==> config.mk <==
export PLATFORM = sky130hd
export DESIGN_NAME = unsigned_decimal_text_formatter
export DESIGN_NICKNAME = d
export VERILOG_FILES = /design/src/hdl/udtf_pkg.sv /design/src/hdl/unsigned_decimal_text_formatter.sv
export VERILOG_INCLUDE_DIRS = /design/src /design/src/hdl
export SDC_FILE = /design/constraint.sdc
export NUM_CORES = 1
export LEC_CHECK = 0
export CAP_MARGIN = 20
export CORE_ASPECT_RATIO = 1.2
export CORE_MARGIN = 10
export CORE_UTILIZATION = 59
export DETAILED_ROUTE_END_ITERATION = 16
export DONT_BUFFER_PORTS = 1
export PLACE_DENSITY = 0.75
export SKIP_LAST_GASP = 1
export SYNTH_ARGS = -nofsm -noshare
export SYNTH_HDL_FRONTEND = slang
export SYNTH_SLANG_ARGS = --single-unit
==> constraint.sdc <==
create_clock -name clk -period 2.7 [get_ports clk]
set_input_delay 0.54 -clock clk [delete_from_list [all_inputs] [get_ports clk]]
set_output_delay 0.54 -clock clk [all_outputs]
set_load 0.005 [all_outputs]
==> src/hdl/unsigned_decimal_text_formatter_macros.svh <==
// ----------------------------------------------------------------------------
// unsigned decimal text formatter assertion macros
// shared property forms for the formatter checks
// ----------------------------------------------------------------------------
`ifndef UNSIGNED_DECIMAL_TEXT_FORMATTER_MACROS_SVH
`define UNSIGNED_DECIMAL_TEXT_FORMATTER_MACROS_SVH

// same-cycle implication, disabled during reset
`define UDTF_ASSERT_IMP(lbl, ante, cons, msg) \
	lbl: assert property (@(posedge clk) disable iff (!arst_n) (ante) |-> (cons)) \
		else $error(msg);

// next-cycle implication, disabled during reset
`define UDTF_ASSERT_NXT(lbl, ante, cons, msg) \
	lbl: assert property (@(posedge clk) disable iff (!arst_n) (ante) |=> (cons)) \
		else $error(msg);

`endif

==> src/hdl/udtf_pkg.sv <==
// ----------------------------------------------------------------------------
// udtf_pkg
// constants and state type of the unsigned decimal text formatter
// ----------------------------------------------------------------------------
`default_nettype none

package udtf_pkg;

	// item field widths
	localparam int VALUE_W = 24;
	localparam int FW_W    = 4;
	localparam int CHAR_W  = 8;

	// decimal digits kept and largest field honored
	localparam int DIGITS    = 7;
	localparam int MAX_WIDTH = 15;

	// saturation limit, 10^DIGITS - 1
	localparam longint unsigned LIMIT = 64'(10 ** DIGITS) - 64'd1;

	// derived widths
	localparam int BCD_W = 4 * DIGITS;
	localparam int CNT_W = $clog2(VALUE_W);
	localparam int REM_W = $clog2(DIGITS + 1);
	localparam int POS_W = $clog2(MAX_WIDTH + 1);

	// characters
	localparam logic [CHAR_W-1:0] CHAR_ZERO  = 8'h30;
	localparam logic [CHAR_W-1:0] CHAR_SPACE = 8'h20;
	localparam logic [CHAR_W-1:0] CHAR_NUL   = 8'h00;

	typedef enum logic [1:0] {
		ST_IDLE,
		ST_CONV,
		ST_SKIP,
		ST_EMIT
	} udtf_state_t;

endpackage

`default_nettype wire

==> src/hdl/unsigned_decimal_text_formatter.sv <==
// ----------------------------------------------------------------------------
// unsigned decimal text formatter
// Prints an unsigned 24-bit value as decimal ASCII text, most significant
// digit first, one character per output item. Values above 9999999
// saturate to 9999999, leading zeros are dropped and zero prints as "0".
// With pad_enable set the text is left-justified in a field of field_width
// characters: short text is filled with spaces on the right, long text is
// cut to the field. Every run ends with a NUL character flagged by last.
// A new value is taken only when the previous run has been handed to the
// output register. Each item passes an accept step, bit-serial
// double-dabble conversion (one value bit per cycle), a leading zero skip
// (one dropped zero digit per step, plus a step that finds the first kept
// digit), then emission of its characters, up to 16 including the NUL,
// each of which waits while the output register is full and out_ready is
// low. The output register lets the final NUL wait for the consumer while
// the next value is already being converted.
// ----------------------------------------------------------------------------
`default_nettype none
`include "unsigned_decimal_text_formatter_macros.svh"

module unsigned_decimal_text_formatter
	import udtf_pkg::*;
(
	input  wire logic               clk,
	input  wire logic               arst_n,
	// input items
	input  wire logic               in_valid,
	output logic                    in_ready,
	input  wire logic [VALUE_W-1:0] value,
	input  wire logic               pad_enable,
	input  wire logic [FW_W-1:0]    field_width,
	// output items
	output logic                    out_valid,
	input  wire logic               out_ready,
	output logic [CHAR_W-1:0]       character,
	output logic                    last
);

	localparam logic [CNT_W-1:0] CNT_LAST = CNT_W'(VALUE_W - 1);

	udtf_state_t state_q, state_d;

	// conversion datapath
	logic [VALUE_W-1:0] bin_q;      // binary value, shifted out msb first
	logic [BCD_W-1:0]   bcd_q;      // packed bcd digits, most significant on top
	logic [CNT_W-1:0]   cnt_q;      // conversion step counter
	logic [REM_W-1:0]   rem_q;      // digits still to print
	logic [POS_W-1:0]   pos_q;      // characters printed in the field
	logic               pad_q;
	logic [POS_W-1:0]   width_q;    // clamped field width

	// output register
	logic               out_valid_q;
	logic [CHAR_W-1:0]  character_q;
	logic               last_q;

	// control
	logic               accept;
	logic               emit_ok;
	logic               end_run;
	logic               skip_more;
	logic               conv_step;
	logic               skip_step;
	logic               emit_step;
	logic [3:0]         top_digit;
	logic [CHAR_W-1:0]  char_d;
	logic [VALUE_W-1:0] value_sat;
	logic [BCD_W-1:0]   bcd_adj;

	assign top_digit = bcd_q[BCD_W-1 -: 4];
	assign emit_ok   = !out_valid_q || out_ready;
	assign skip_more = (top_digit == 4'd0) && (rem_q > REM_W'(1));
	// bare text ends when the digits run out, padded text when the field is full
	assign end_run   = pad_q ? (pos_q == width_q) : (rem_q == '0);

	// saturate to the largest printable value
	assign value_sat = (64'(value) > LIMIT) ? VALUE_W'(LIMIT) : value;

	// double-dabble: add 3 to every digit of 5 or more before the shift
	always_comb begin
		for (int i = 0; i < DIGITS; i++) begin
			if (bcd_q[4*i +: 4] >= 4'd5) begin
				bcd_adj[4*i +: 4] = bcd_q[4*i +: 4] + 4'd3;
			end else begin
				bcd_adj[4*i +: 4] = bcd_q[4*i +: 4];
			end
		end
	end

	// next state
	always_comb begin
		state_d = state_q;
		case (state_q)
			ST_IDLE: begin
				if (in_valid) begin
					state_d = ST_CONV;
				end
			end
			ST_CONV: begin
				if (cnt_q == CNT_LAST) begin
					state_d = ST_SKIP;
				end
			end
			ST_SKIP: begin
				if (!skip_more) begin
					state_d = ST_EMIT;
				end
			end
			ST_EMIT: begin
				if (emit_ok && end_run) begin
					state_d = ST_IDLE;
				end
			end
			default: begin
				state_d = ST_IDLE;
			end
		endcase
	end

	// state outputs
	always_comb begin
		in_ready  = 1'b0;
		conv_step = 1'b0;
		skip_step = 1'b0;
		emit_step = 1'b0;
		char_d    = CHAR_NUL;
		case (state_q)
			ST_IDLE: begin
				in_ready = 1'b1;
			end
			ST_CONV: begin
				conv_step = 1'b1;
			end
			ST_SKIP: begin
				skip_step = skip_more;
			end
			ST_EMIT: begin
				emit_step = emit_ok;
				if (end_run) begin
					char_d = CHAR_NUL;
				end else if (rem_q != '0) begin
					char_d = CHAR_ZERO + {4'd0, top_digit};
				end else begin
					char_d = CHAR_SPACE;
				end
			end
			default: begin
				in_ready = 1'b0;
			end
		endcase
	end

	assign accept = in_valid && in_ready;

	// control registers
	always_ff @(posedge clk or negedge arst_n) begin
		if (!arst_n) begin
			state_q     <= ST_IDLE;
			cnt_q       <= '0;
			rem_q       <= '0;
			pos_q       <= '0;
			out_valid_q <= 1'b0;
		end else begin
			state_q <= state_d;
			if (accept) begin
				cnt_q <= '0;
				rem_q <= REM_W'(DIGITS);
				pos_q <= '0;
			end else if (conv_step) begin
				cnt_q <= cnt_q + CNT_W'(1);
			end else if (skip_step) begin
				rem_q <= rem_q - REM_W'(1);
			end else if (emit_step && !end_run) begin
				pos_q <= pos_q + POS_W'(1);
				if (rem_q != '0) begin
					rem_q <= rem_q - REM_W'(1);
				end
			end
			if (emit_step) begin
				out_valid_q <= 1'b1;
			end else if (out_ready) begin
				out_valid_q <= 1'b0;
			end
		end
	end

	// payload registers
	always_ff @(posedge clk) begin
		if (accept) begin
			bin_q   <= value_sat;
			bcd_q   <= '0;
			pad_q   <= pad_enable;
			width_q <= (32'(field_width) > MAX_WIDTH) ? POS_W'(MAX_WIDTH)
				: POS_W'(field_width);
		end else if (conv_step) begin
			bcd_q <= {bcd_adj[BCD_W-2:0], bin_q[VALUE_W-1]};
			bin_q <= {bin_q[VALUE_W-2:0], 1'b0};
		end else if (skip_step || (emit_step && !end_run && rem_q != '0)) begin
			bcd_q <= {bcd_q[BCD_W-5:0], 4'd0};
		end
		if (emit_step) begin
			character_q <= char_d;
			last_q      <= end_run;
		end
	end

	assign out_valid = out_valid_q;
	assign character = character_q;
	assign last      = last_q;

	// checks
	`UDTF_ASSERT_NXT(a_conv_len, state_q == ST_CONV && cnt_q == CNT_LAST,
		state_q == ST_SKIP, "conversion did not end after the last value bit")
	`UDTF_ASSERT_IMP(a_last_nul, out_valid_q && last_q, character_q == CHAR_NUL,
		"end of run without a nul character")
	`UDTF_ASSERT_IMP(a_body_char, out_valid_q && !last_q,
		character_q == CHAR_SPACE || (character_q >= CHAR_ZERO
		&& character_q <= CHAR_ZERO + 8'd9), "text item is neither digit nor space")
	`UDTF_ASSERT_IMP(a_skip_keep, state_q == ST_SKIP, rem_q != '0,
		"leading zero skip removed every digit")

endmodule

`default_nettype wire

==> results of run 1 <==
==> per-layer routing <==
| layer | vias to the layer above | GRT usage | wire [um] |
|---|---|---|---|
| li1 | 1685 | - | - |
| met1 | 1627 | 0.196 | 3970 |
| met2 | 54 | 0.290 | 4740 |
| met3 | 8 | 0.0426 | 384 |
| met4 | 0 | 0.0392 | 72 |
| met5 | - | 0 | 0 |
==> area by class of cell <==
| class | instances | area share |
|---|---|---|
| clock inverters | 5 | 0.00718 |
| repair buffers | 12 | 0.0197 |
| inverters | 38 | 0.0303 |
| clock buffers | 11 | 0.0279 |
| multi-input cells | 334 | 0.462 |
| well taps | 90 | 0.0239 |
| flip-flops and latches | 79 | 0.429 |
==> critical path: stages, from the launching register on <==
cell,delay [ns]
sky130_fd_sc_hd__dfrtp_1,0.43
sky130_fd_sc_hd__ha_1,0.20
sky130_fd_sc_hd__o21bai_1,0.18
sky130_fd_sc_hd__a2111oi_4,0.60
sky130_fd_sc_hd__a211o_4,0.34
sky130_fd_sc_hd__nor3_1,0.08
sky130_fd_sc_hd__o31a_1,0.24
==> where the power goes <==
part	switching, W	internal (W)
clock	0.000440	0.000335
combinational	0.00187	0.00142
sequential	0.000447	0.00199
total	0.00275	0.00374
==> synth_stat cells (6+ instances only) <==
| cell | n | area share |
|---|---|---|
| sky130_fd_sc_hd__nand2_1 | 49 | 0.041 |
| sky130_fd_sc_hd__a21oi_1 | 46 | 0.052 |
| sky130_fd_sc_hd__nor2_1 | 44 | 0.037 |
| sky130_fd_sc_hd__inv_1 | 38 | 0.032 |
| sky130_fd_sc_hd__edfxtp_1 | 36 | 0.24 |
| sky130_fd_sc_hd__dfxtp_1 | 28 | 0.13 |
| sky130_fd_sc_hd__ha_1 | 24 | 0.068 |
| sky130_fd_sc_hd__o21ai_0 | 19 | 0.021 |
| sky130_fd_sc_hd__dfrtp_1 | 15 | 0.085 |
| sky130_fd_sc_hd__nand3_1 | 15 | 0.017 |
| sky130_fd_sc_hd__nand2b_1 | 13 | 0.018 |
| sky130_fd_sc_hd__clkbuf_1 | 12 | 0.010 |
| sky130_fd_sc_hd__xnor2_1 | 11 | 0.022 |
| sky130_fd_sc_hd__a211oi_1 | 9 | 0.015 |
| sky130_fd_sc_hd__a31oi_1 | 9 | 0.013 |
| sky130_fd_sc_hd__a22o_1 | 8 | 0.016 |
| sky130_fd_sc_hd__and3_1 | 7 | 0.0099 |
| sky130_fd_sc_hd__mux2_2 | 7 | 0.018 |
| sky130_fd_sc_hd__a221o_1 | 6 | 0.014 |
| sky130_fd_sc_hd__nor3_1 | 6 | 0.0068 |
==> logic make-up after synthesis <==
logic type	after synthesis	synth area share
buf+inv	61	0.0562
mux	10	0.0246
simple gates	154	0.165
flops	79	0.455
xor+xnor	15	0.0296
other cells	1	0.000846
compound gates	129	0.201
fa+ha+maj	24	0.0677
==> registers in the layout (all words and copies together), names as in the netlist <==
name / flops
bcd_q: 28
bin_q: 24
character: 6
cnt_q: 5
pos_q: 4
width_q: 4
rem_q: 3
state_q: 2
last: 1
out_valid: 1
pad_q: 1
==> worst max-delay path by stage <==
stage / from / to / slack (ns) / cells past startpoint
after global placement: rem_q[0]$_DFFE_PN0P_ / bcd_q[20]$_SDFFE_PP0P_ / 0.59 / 6
after floorplan: state_q[0]$_DFFE_PN0P_ / pad_q$_DFFE_PP_ / 0.51 / 7
after detailed placement: rem_q[0]$_DFFE_PN0P_ / bcd_q[20]$_SDFFE_PP0P_ / 0.52 / 6
final: rem_q[0]$_DFFE_PN0P_ / bcd_q[20]$_SDFFE_PP0P_ / 0.51 / 6
after global routing: state_q[0]$_DFFE_PN0P_ / pos_q[3]$_DFFE_PN0P_ / 0.37 / 8
after CTS: rem_q[0]$_DFFE_PN0P_ / bcd_q[20]$_SDFFE_PP0P_ / 0.51 / 6
==> what timing repair did <==
item,CTS,global route
resized for setup,0,0
hold buffers,1,0
hold endpoints to repair,15,0
==> stage by stage <==
stage | hold WS (ns) | worst slack (ns) | cell area [um2] | utilization
3_3_place_gp | 0.245 | 0.588 | 4530 | 0.622
4_1_cts | 0.265 | 0.514 | 4700 | 0.647
6_report | 0.275 | 0.508 | 4700 | 0.647
5_1_grt | 0.253 | 0.370 | 4700 | 0.647
3_5_place_dp | 0.245 | 0.517 | 4530 | 0.622
2_1_floorplan | 0.244 | 0.510 | 4440 | -
==> qor_table.md, run 1 <==
| Result | This run | Unit |
| --- | --- | --- |
| Antenna Violating Nets Remaining | 0 | - |
| Area inside the core boundary | 0.00727 | mm2 |
| Top-level port count | 44 | - |
| Number of instances in the synthesized netlist | 473 | - |
| Cell row count | 34 | - |
| Via count of the first global-routing pass | 3410 | - |
| Most common cell after layout, fill and taps aside | sky130_fd_sc_hd__nand2_1 | - |
| R2R Path Start | rem_q[0]$_DFFE_PN0P_ | - |
| Port buffer count | 0 | - |
| Post-CTS Setup Repair Bufs | 0 | - |
| Sort of element at the start of the critical path | flop | - |
| TritonCTS Sinks | 79 | - |
| Wire length per cell | 16.1 | um |
| Worst-case register-to-register setup slack | 0.51 | ns |
| Total grt overflow | 0 | - |
| Unrepaired setup endpoints after global routing | no | - |
| Detail Placement HPWL | 6.65 | mm |
| Register bit total from synthesis | 79 | - |
| Highest-count cells in the layout ignoring fill and taps | sky130_fd_sc_hd__nand2_1, sky130_fd_sc_hd__a21oi_1, sky130_fd_sc_hd__nor2_1, sky130_fd_sc_hd__inv_1, sky130_fd_sc_hd__edfxtp_1 | - |
| CP Data Required Time | 2.94 | ns |
| Hold path depth | 0 | - |
| Filler-free cell count of the finished design | 569 | - |
| Area growth, synth to finish | 6.10 | % |
| Area of the mapped netlist | 0.00443 | mm2 |
| Period minus WS final | 2.19 | ns |
| Worst vdd rail ir drop | 0.925 | mV |
| Hold Path Class | in -> reg | - |
| Max-cap check violation count | 0 | - |
| Number of warnings reported in the yosys synthesis log | 0 | - |
| Hold Startpoint | field_width[3] | - |
| Horizontal die dimension | 99.1 | um |
| Total Negative Setup Slacks | 0 | ns |
| Maximum number of pins on one net before global-route repair | 31 | - |
| Clock Path Buffers | 2 | - |
| Drt total wl | 9.17 | mm |
| Slew at the pin closest to its max-slew limit | 0.707 | ns |
| Die Y-Extent | 115 | um |
| Share of synthesized area occupied by flip-flops and latches | 0.455 | - |
| Placed Instances | 552 | - |
| Average vias per placed instance | 5.93 | - |
| Share of synthesized flip-flops with an asynchronous set or reset | 0.190 | - |
| Number of H-tree levels | 3 | - |
| Number of buffers created by CTS | 9 | - |
| Peak clock frequency supported by timing | 456 | MHz |
| Average size of a mapped cell | 9.37 | um2 |
| Number of synthesized flops with an enable pin | 36 | - |
| Total power per unit cell area | 1380 | mW/mm2 |
| Count of unresolved DRC violations after routing | 0 | - |
| Initial antenna violation count | 0 | - |
| Relative max-transition margin | 0.527 | - |
| Initial Utilization | 0.609 | - |
| Count of cells along the worst register-to-register path | 6 | - |
| First-pass GRT wire length | 15.8 | mm |
| Placer congestion estimate | 0.831 | - |
| Worst setup EP type | flop | - |
| Total design power | 0.00650 | W |
| Outcome | finished, final reports clean | - |
| Antenna fix cells | 0 | - |
| Worst flop-to-flop path endpoint | bcd_q[20]$_SDFFE_PP0P_ | - |
| Finish-stage setup viols | 0 | - |
| Count of final hold-check violations | 0 | - |
| Category of the most critical setup path | reg -> reg | - |
| Fraction of final layout cells sized beyond drive strength 1 | 0.0877 | - |
| Total leakage power | 1.92 | nW |
| CTS Root Buffer Type | sky130_fd_sc_hd__clkbuf_8 | - |
| Count of fill cells added during filler insertion | 607 | - |
| Via count of the routed design | 3374 | - |
| Detailed-routing iteration count for the pre-antenna-repair pass | 4 | - |
| Number of nets in the layout | 531 | - |
| Clock transition at the registers of the reported paths | 0.08 | ns |
| Final clock skew | 0.00714 | ns |
| Worst Path Arrival | 2.44 | ns |
| Max Fanout on Critical Path | 25 | - |
| Number of distinct standard cells referenced by the synthesized netlist | 55 | - |
| Total die area | 0.0114 | mm2 |
| Most used flip-flop cell after synthesis | sky130_fd_sc_hd__edfxtp_1 | - |
| Initial DRC Count | 179 | - |
| Clock network latency to the later pin of the worst-skew pair | 0.35 | ns |
| Area taken by flip-flops and latches | 0.00202 | mm2 |
| Total global routing track utilization | 0.165 | - |
| Share of the clock period used by the worst path | 0.812 | - |
| Count of final max-slew check failures | 0 | - |
| CTS tree | yes | - |
| Footprint of the multi-input gates | 0.00217 | mm2 |
| Hold worst-path end | width_q[3]$_DFFE_PP_ | - |
Note: power is estimated with default switching activity, not from simulation.
==> run 2, diff against run 1 <==
--- a/config.mk
+++ b/config.mk
@@ -9,10 +9,10 @@
 export CAP_MARGIN = 20
 export CORE_ASPECT_RATIO = 1.2
 export CORE_MARGIN = 10
-export CORE_UTILIZATION = 59
+export CORE_UTILIZATION = 58
 export DETAILED_ROUTE_END_ITERATION = 16
 export DONT_BUFFER_PORTS = 1
-export PLACE_DENSITY = 0.75
+export PLACE_DENSITY = 0.76
 export SKIP_LAST_GASP = 1
 export SYNTH_ARGS = -nofsm -noshare
 export SYNTH_HDL_FRONTEND = slang
==> constraint.sdc (replaced) <==
create_clock -name clk -period 1.9 [get_ports clk]
set_input_delay 0.38 -clock clk [delete_from_list [all_inputs] [get_ports clk]]
set_output_delay 0.38 -clock clk [all_outputs]
set_load 0.005 [all_outputs]
==> run 2 against run 1 <==
The flow now finishes with violations (setup timing). Core utilization is 8.2 points higher. Critical path type unchanged. Register-to-register slack lost 0.62 ns. Worst hold slack worse by 0.16 ns. Sequential power grew 43%.
==> qor_table.md, run 2 (same netlist as run 1, synthesis figures left out) <==
| Result | This run | Unit |
| --- | --- | --- |
| Outcome | complete, but fails checks | - |
| Violated checks | setup timing | - |
| CP top delay family | compound AO/OA/AOI/OAI gates | - |
| Sort of element at the start of the critical path | flop | - |
| Max Fanout on Critical Path | 6 | - |
| Finish-stage setup viols | 35 | - |
| Die Y-Extent | 116 | um |
| Flip-flop count of the largest register after layout | 28 | - |
| Worst-case register-to-register setup slack | -0.11 | ns |
| Worst vdd rail ir drop | 1.08 | mV |
| First-pass GRT wire length | 17.6 | mm |
| Initial DRC Count | 353 | - |
| Worst Path Arrival | 2.27 | ns |
| Hold Startpoint | pad_enable | - |
| Slew at the pin closest to its max-slew limit | 0.789 | ns |
| Via count of the routed design | 3796 | - |
| Via count of the first global-routing pass | 3797 | - |
| Area taken by flip-flops and latches | 0.00202 | mm2 |
| Number of buffers created by CTS | 9 | - |
| Stage delay of the slowest cell on the critical path | 0.46 | ns |
| R2R Path Start | rem_q[0]$_DFFE_PN0P_ | - |
| Clock network latency to the later pin of the worst-skew pair | 0.36 | ns |
| Top-level port count | 44 | - |
| Number of nets in the layout | 575 | - |
| Highest-count cells in the layout ignoring fill and taps | sky130_fd_sc_hd__nand2_1, sky130_fd_sc_hd__buf_4, sky130_fd_sc_hd__a21oi_1, sky130_fd_sc_hd__nor2_1, sky130_fd_sc_hd__edfxtp_1 | - |
| Cell row count | 34 | - |
| Worst path cell trace | ha_4, o21bai_4, a2111oi_4, a211oi_2, buf_4, or3_1, and3_1 | - |
| Peak clock frequency supported by timing | 496 | MHz |
| Total leakage power | 2.21 | nW |
| Initial Utilization | 0.602 | - |
| Core utilization of the finished layout | 0.729 | - |
| Area growth, synth to finish | 21.0 | % |
| Number of H-tree levels | 3 | - |
| Hold Path Class | in -> reg | - |
| Average vias per placed instance | 6.19 | - |
| Library cell contributing the largest single delay on the critical path | sky130_fd_sc_hd__dfrtp_2 | - |
| Port buffer count | 0 | - |
| Count of fill cells added during filler insertion | 536 | - |
| Initial antenna violation count | 0 | - |
| Register ranked first by flip-flop count | bcd_q | - |
| Placed Instances | 581 | - |
| Share of the clock period used by the worst path | 1.06 | - |
| Worst setup EP type | flop | - |
| Total power per unit cell area | 2070 | mW/mm2 |
| Antenna Violating Nets Remaining | 0 | - |
| Fraction of final layout cells sized beyond drive strength 1 | 0.239 | - |
| Filler-free cell count of the finished design | 613 | - |
| Detailed-routing iteration count for the pre-antenna-repair pass | 5 | - |
| CP Data Required Time | 2.15 | ns |
| Total global routing track utilization | 0.184 | - |
| Maximum number of pins on one net before global-route repair | 25 | - |
| Category of the most critical setup path | reg -> reg | - |
| CTS tree | yes | - |
| Period minus WS final | 2.01 | ns |
| Combined buffer and inverter count along the critical path | 1 | - |
| CTS Root Buffer Type | sky130_fd_sc_hd__clkbuf_8 | - |
| Antenna fix cells | 0 | - |
| Final clock skew | 0.0170 | ns |
| Horizontal die dimension | 99.8 | um |
| Drt total wl | 11.2 | mm |
| Relative max-transition margin | 0.472 | - |
| Detail Placement HPWL | 7.05 | mm |
| TritonCTS Sinks | 79 | - |
| Count of final hold-check violations | 0 | - |
| Clock Path Buffers | 2 | - |
| Count of final max-slew check failures | 0 | - |
| Placer congestion estimate | 0.810 | - |
| Total grt overflow | 0 | - |
| Clock transition at the registers of the reported paths | 0.09 | ns |
| Count of unresolved DRC violations after routing | 0 | - |
| Most common cell after layout, fill and taps aside | sky130_fd_sc_hd__nand2_1 | - |
| Smallest setup slack after layout | -0.115 | ns |
| Worst setup path startpoint | rem_q[0]$_DFFE_PN0P_ | - |
| Unrepaired setup endpoints after global routing | yes | - |
| Area inside the core boundary | 0.00736 | mm2 |
| Wire length per cell | 18.2 | um |
| Footprint of the multi-input gates | 0.00242 | mm2 |
| Total die area | 0.0116 | mm2 |
| Max-cap check violation count | 0 | - |
[run 2: area by class of cell]
type	instances	share of cell area
repair buffers	54	0.0914
multi-input cells	336	0.452
clock buffers	10	0.0257
inverters	38	0.0273
flip-flops and latches	79	0.376
clock inverters	6	0.00676
well taps	90	0.0210
[run 2: path summary, 6_finish.rpt]
path                       cells past startpoint                endpoint
hold / removal                                 0         pad_q$_DFFE_PP_
max in group asynchronous                      1    rem_q[0]$_DFFE_PN0P_
setup reg to reg                               7   bcd_q[6]$_SDFFE_PP0P_
setup / recovery                               7   bcd_q[6]$_SDFFE_PP0P_
min in group asynchronous                      1  state_q[0]$_DFFE_PN0P_
hold reg to reg                                2     bin_q[20]$_DFFE_PP_
[run 2: worst reg2reg max path: cells and delay by family (launching register included)]
| kind | cells | cell delay, ns |
|---|---|---|
| AOI/OAI and AO/OA | 3 | 0.65 |
| DFF | 1 | 0.46 |
| and+or+nand+nor | 2 | 0.44 |
| buffers and inverters | 1 | 0.19 |
| adders and majority gates | 1 | 0.17 |
[run 2: where the power goes]
part | internal (W) | switching, W | leakage (nW) | total [W]
Combinational | 0.00308 | 0.00338 | 1.37 | 0.00646
Sequential | 0.00283 | 0.000656 | 0.761 | 0.00348
Clock | 0.000501 | 0.000639 | 0.0834 | 0.00114
Total | 0.00641 | 0.00467 | 2.21 | 0.0111
[run 2: repair_timing]
item / in CTS / in global routing
setup endpoints to repair: 40 / 61
gates cloned: 2 / 1
resized for setup: 19 / 30
hold buffers: 1 / 0
setup buffers: 6 / 6
pin swaps: 12 / 16
hold endpoints to repair: 15 / 0
[run 2: through the flow]
step | instance area, um2 | power, W | hold WS (ns) | setup slack [ns] | TNS (ns)
final | 5360 | 0.0111 | 0.117 | -0.115 | -1.90
after global routing | 5360 | 0.0119 | 0.102 | -0.169 | -4.11
after CTS | 5150 | 0.0103 | 0.113 | -0.0681 | -0.336
after detailed placement | 4820 | 0.00882 | 0.0850 | -0.162 | -2.56
after global placement | 4820 | 0.00856 | 0.0850 | -0.0730 | -0.397
after floorplan | 4460 | 0.00715 | 0.0844 | -0.143 | -0.245
[run 2: layer usage]
layer	global-route usage	vias to the layer above	share of wire	wire, um
met1	0.218	1821	0.41	4550
met3	0.0304	27	0.062	692
met5	0	-	0	0
met4	0.0794	0	0.025	279
met2	0.321	161	0.50	5630
li1	-	1787	-	-
==> run 3, diff against run 2 <==
--- a/config.mk
+++ b/config.mk
@@ -8,7 +8,6 @@
 export LEC_CHECK = 0
 export CAP_MARGIN = 20
 export CORE_ASPECT_RATIO = 1.2
-export CORE_MARGIN = 10
 export CORE_UTILIZATION = 58
 export DETAILED_ROUTE_END_ITERATION = 16
 export DONT_BUFFER_PORTS = 1
==> run 3 against run 2 <==
The flow still finishes with violations (setup timing). Sequential share of layout area hardly changed. Highest routed layer unchanged. Critical endpoint is now bcd_q[14]$_SDFFE_PP0P_. Largest cell class unchanged. Largest power group unchanged. Global-route usage grew 8.3 points. Cell area barely moved. Register-to-register slack better by 0.05 ns.
==> qor_table.md, run 3 (same netlist as run 1, synthesis figures left out) <==
| Result | This run | Unit |
| --- | --- | --- |
| Wire length per cell | 16.8 | um |
| Met3 Wirelength | 481 | um |
| Highest-count cells in the layout ignoring fill and taps | sky130_fd_sc_hd__a21oi_1, sky130_fd_sc_hd__nand2_1, sky130_fd_sc_hd__nor2_1, sky130_fd_sc_hd__edfxtp_1, sky130_fd_sc_hd__buf_4 | - |
| Metal-1 WL | 4.22 | mm |
| Flop pwr share | 0.312 | - |
| Total power per unit cell area | 2080 | mW/mm2 |
| Via count of the routed design | 3726 | - |
| Total global routing track utilization | 0.267 | - |
| Total leakage power | 2.20 | nW |
| Total die area | 0.00800 | mm2 |
| Violated checks | setup timing | - |
| Area inside the core boundary | 0.00732 | mm2 |
| Fraction of final layout cells sized beyond drive strength 1 | 0.252 | - |
| Placer congestion estimate | 0.877 | - |
| Share of the clock period used by the worst path | 1.04 | - |
| Number of nets in the layout | 571 | - |
| Slew at the pin closest to its max-slew limit | 0.734 | ns |
| Port buffer count | 0 | - |
| Average vias per placed instance | 6.12 | - |
| Total grt overflow | 0 | - |
| Period minus WS final | 1.97 | ns |
| Flip-flop count of the largest register after layout | 28 | - |
| Number of buffers created by CTS | 9 | - |
| Finish-stage setup viols | 21 | - |
| Detailed-routing iteration count for the pre-antenna-repair pass | 6 | - |
| Initial Utilization | 0.606 | - |
| Count of final hold-check violations | 0 | - |
| Switching share of power | 0.417 | - |
| CTS tree | yes | - |
| Clock transition at the registers of the reported paths | 0.08 | ns |
| Most common cell after layout, fill and taps aside | sky130_fd_sc_hd__a21oi_1 | - |
| Power spent charging and discharging nets | 0.00465 | W |
| Maximum number of pins on one net before global-route repair | 29 | - |
| Smallest setup slack after layout | -0.0691 | ns |
| Detail Placement HPWL | 6.67 | mm |
| Clock Path Buffers | 2 | - |
| Unrepaired setup endpoints after global routing | yes | - |
| Area growth, synth to finish | 21.1 | % |
| Clock Power Share | 0.114 | - |
| Worst setup EP type | flop | - |
| Worst vdd rail ir drop | 1.09 | mV |
| Gate power share | 0.574 | - |
| Sort of element at the start of the critical path | flop | - |
| First-pass GRT wire length | 16.5 | mm |
| Clock network latency to the later pin of the worst-skew pair | 0.36 | ns |
| Outcome | complete, but fails checks | - |
| Max Fanout on Critical Path | 7 | - |
| Horizontal die dimension | 81.8 | um |
| CTS Root Buffer Type | sky130_fd_sc_hd__clkbuf_8 | - |
| Via count of the first global-routing pass | 3578 | - |
| Hold Path Class | in -> reg | - |
| Final clock skew | 0.0135 | ns |
| Detail Route met2 WL | 5.24 | mm |
| Antenna fix cells | 0 | - |
| Peak clock frequency supported by timing | 508 | MHz |
| Initial DRC Count | 278 | - |
| Antenna Violating Nets Remaining | 0 | - |
| Hold slack final | 0.118 | ns |
| Cell-internal power | 0.00650 | W |
| TritonCTS Sinks | 79 | - |
| Cell row count | 34 | - |
| CP Data Required Time | 2.15 | ns |
| Worst slack, placed | -0.184 | ns |
| Worst Path Arrival | 2.22 | ns |
| Register ranked first by flip-flop count | bcd_q | - |
| Count of final max-slew check failures | 0 | - |
| Relative max-transition margin | 0.509 | - |
| Top-level port count | 44 | - |
| Top layer reached by signal wires | met4 | - |
| Category of the most critical setup path | reg -> reg | - |
| Die Y-Extent | 97.8 | um |
| Initial antenna violation count | 0 | - |
| Max-cap check violation count | 0 | - |
| Number of H-tree levels | 3 | - |
| Count of unresolved DRC violations after routing | 0 | - |
| Drt total wl | 10.3 | mm |
[run 3: cell count changes in the layout (fill, tap and decap cells not counted), sizes merged]
cell / before / now
a211o: 4 / 5
buf: 52 / 48
bufinv: 0 / 1
clkinv: 4 / 1
clkinvlp: 3 / 4
[run 3: final timing paths]
path	start	endpoint	slack, ns	cells after the start
worst max-delay path	rem_q[0]$_DFFE_PN0P_	bcd_q[14]$_SDFFE_PP0P_	-0.07	8
worst min register to register	bcd_q[0]$_SDFFE_PP0P_	bcd_q[0]$_SDFFE_PP0P_	0.51	2
max in group asynchronous	arst_n	rem_q[0]$_DFFE_PN0P_	0.86	1
worst max register to register	rem_q[0]$_DFFE_PN0P_	bcd_q[14]$_SDFFE_PP0P_	-0.07	8
worst min-delay path	pad_enable	pad_q$_DFFE_PP_	0.12	0
min in group asynchronous	arst_n	out_valid$_DFFE_PN0P_	0.52	1
[run 3: area by class of cell]
| class | instances | area (um2) |
|---|---|---|
| Multi-Input combinational cell | 337 | 2470 |
| Sequential cell | 79 | 2020 |
| Fill cell | 529 | 1950 |
| Timing Repair Buffer | 49 | 424 |
| Inverter | 38 | 146 |
| Clock buffer | 11 | 141 |
| Tap cell | 90 | 113 |
| Clock inverter | 5 | 57.6 |
[run 3: timing repair]
action	in CTS	in global routing
resized for setup	18	47
endpoints found under the setup margin	34	61
gates cloned	2	1
hold buffers	1	0
buffers inserted	1	7
hold endpoints to repair	15	0
pin swaps	10	26
[run 3: layer usage]
| metal | up-vias | GRT usage |
|---|---|---|
| met3 | 27 | 0.0449 |
| li1 | 1776 | - |
| met5 | - | 0 |
| met2 | 137 | 0.449 |
| met1 | 1786 | 0.334 |
| met4 | 0 | 0.108 |
[run 3: worst max-delay path, stage by stage, from the launching register on]
cell	delay, ns
sky130_fd_sc_hd__dfrtp_2	0.46
sky130_fd_sc_hd__ha_4	0.17
sky130_fd_sc_hd__o21bai_4	0.17
sky130_fd_sc_hd__a2111oi_4	0.34
sky130_fd_sc_hd__buf_6	0.21
sky130_fd_sc_hd__a211o_2	0.18
sky130_fd_sc_hd__buf_4	0.13
sky130_fd_sc_hd__nand2_1	0.05
sky130_fd_sc_hd__and3_1	0.15
[run 3: power by group through the flow]
stage,combinational (W),sequential (W),clock (W)
global placement,0.00508,0.00342,0
finish,0.00641,0.00348,0.00127
floorplan,0.00385,0.00330,0
detailed placement,0.00530,0.00346,0
CTS,0.00562,0.00344,0.00127
global route,0.00696,0.00360,0.00133
[run 3: metrics by stage]
step | setup TNS (ns) | instance area (um2) | util | cells | power, W
CTS | -1.01 | 5100 | 0.696 | 601 | 0.0103
detailed placement | -2.54 | 4790 | 0.654 | 582 | 0.00876
global route | -3.79 | 5370 | 0.734 | 609 | 0.0119
floorplan | -0.245 | 4460 | - | 474 | 0.00715
global placement | -0.576 | 4790 | 0.654 | 582 | 0.00850
finish | -0.643 | 5370 | 0.734 | 609 | 0.0112
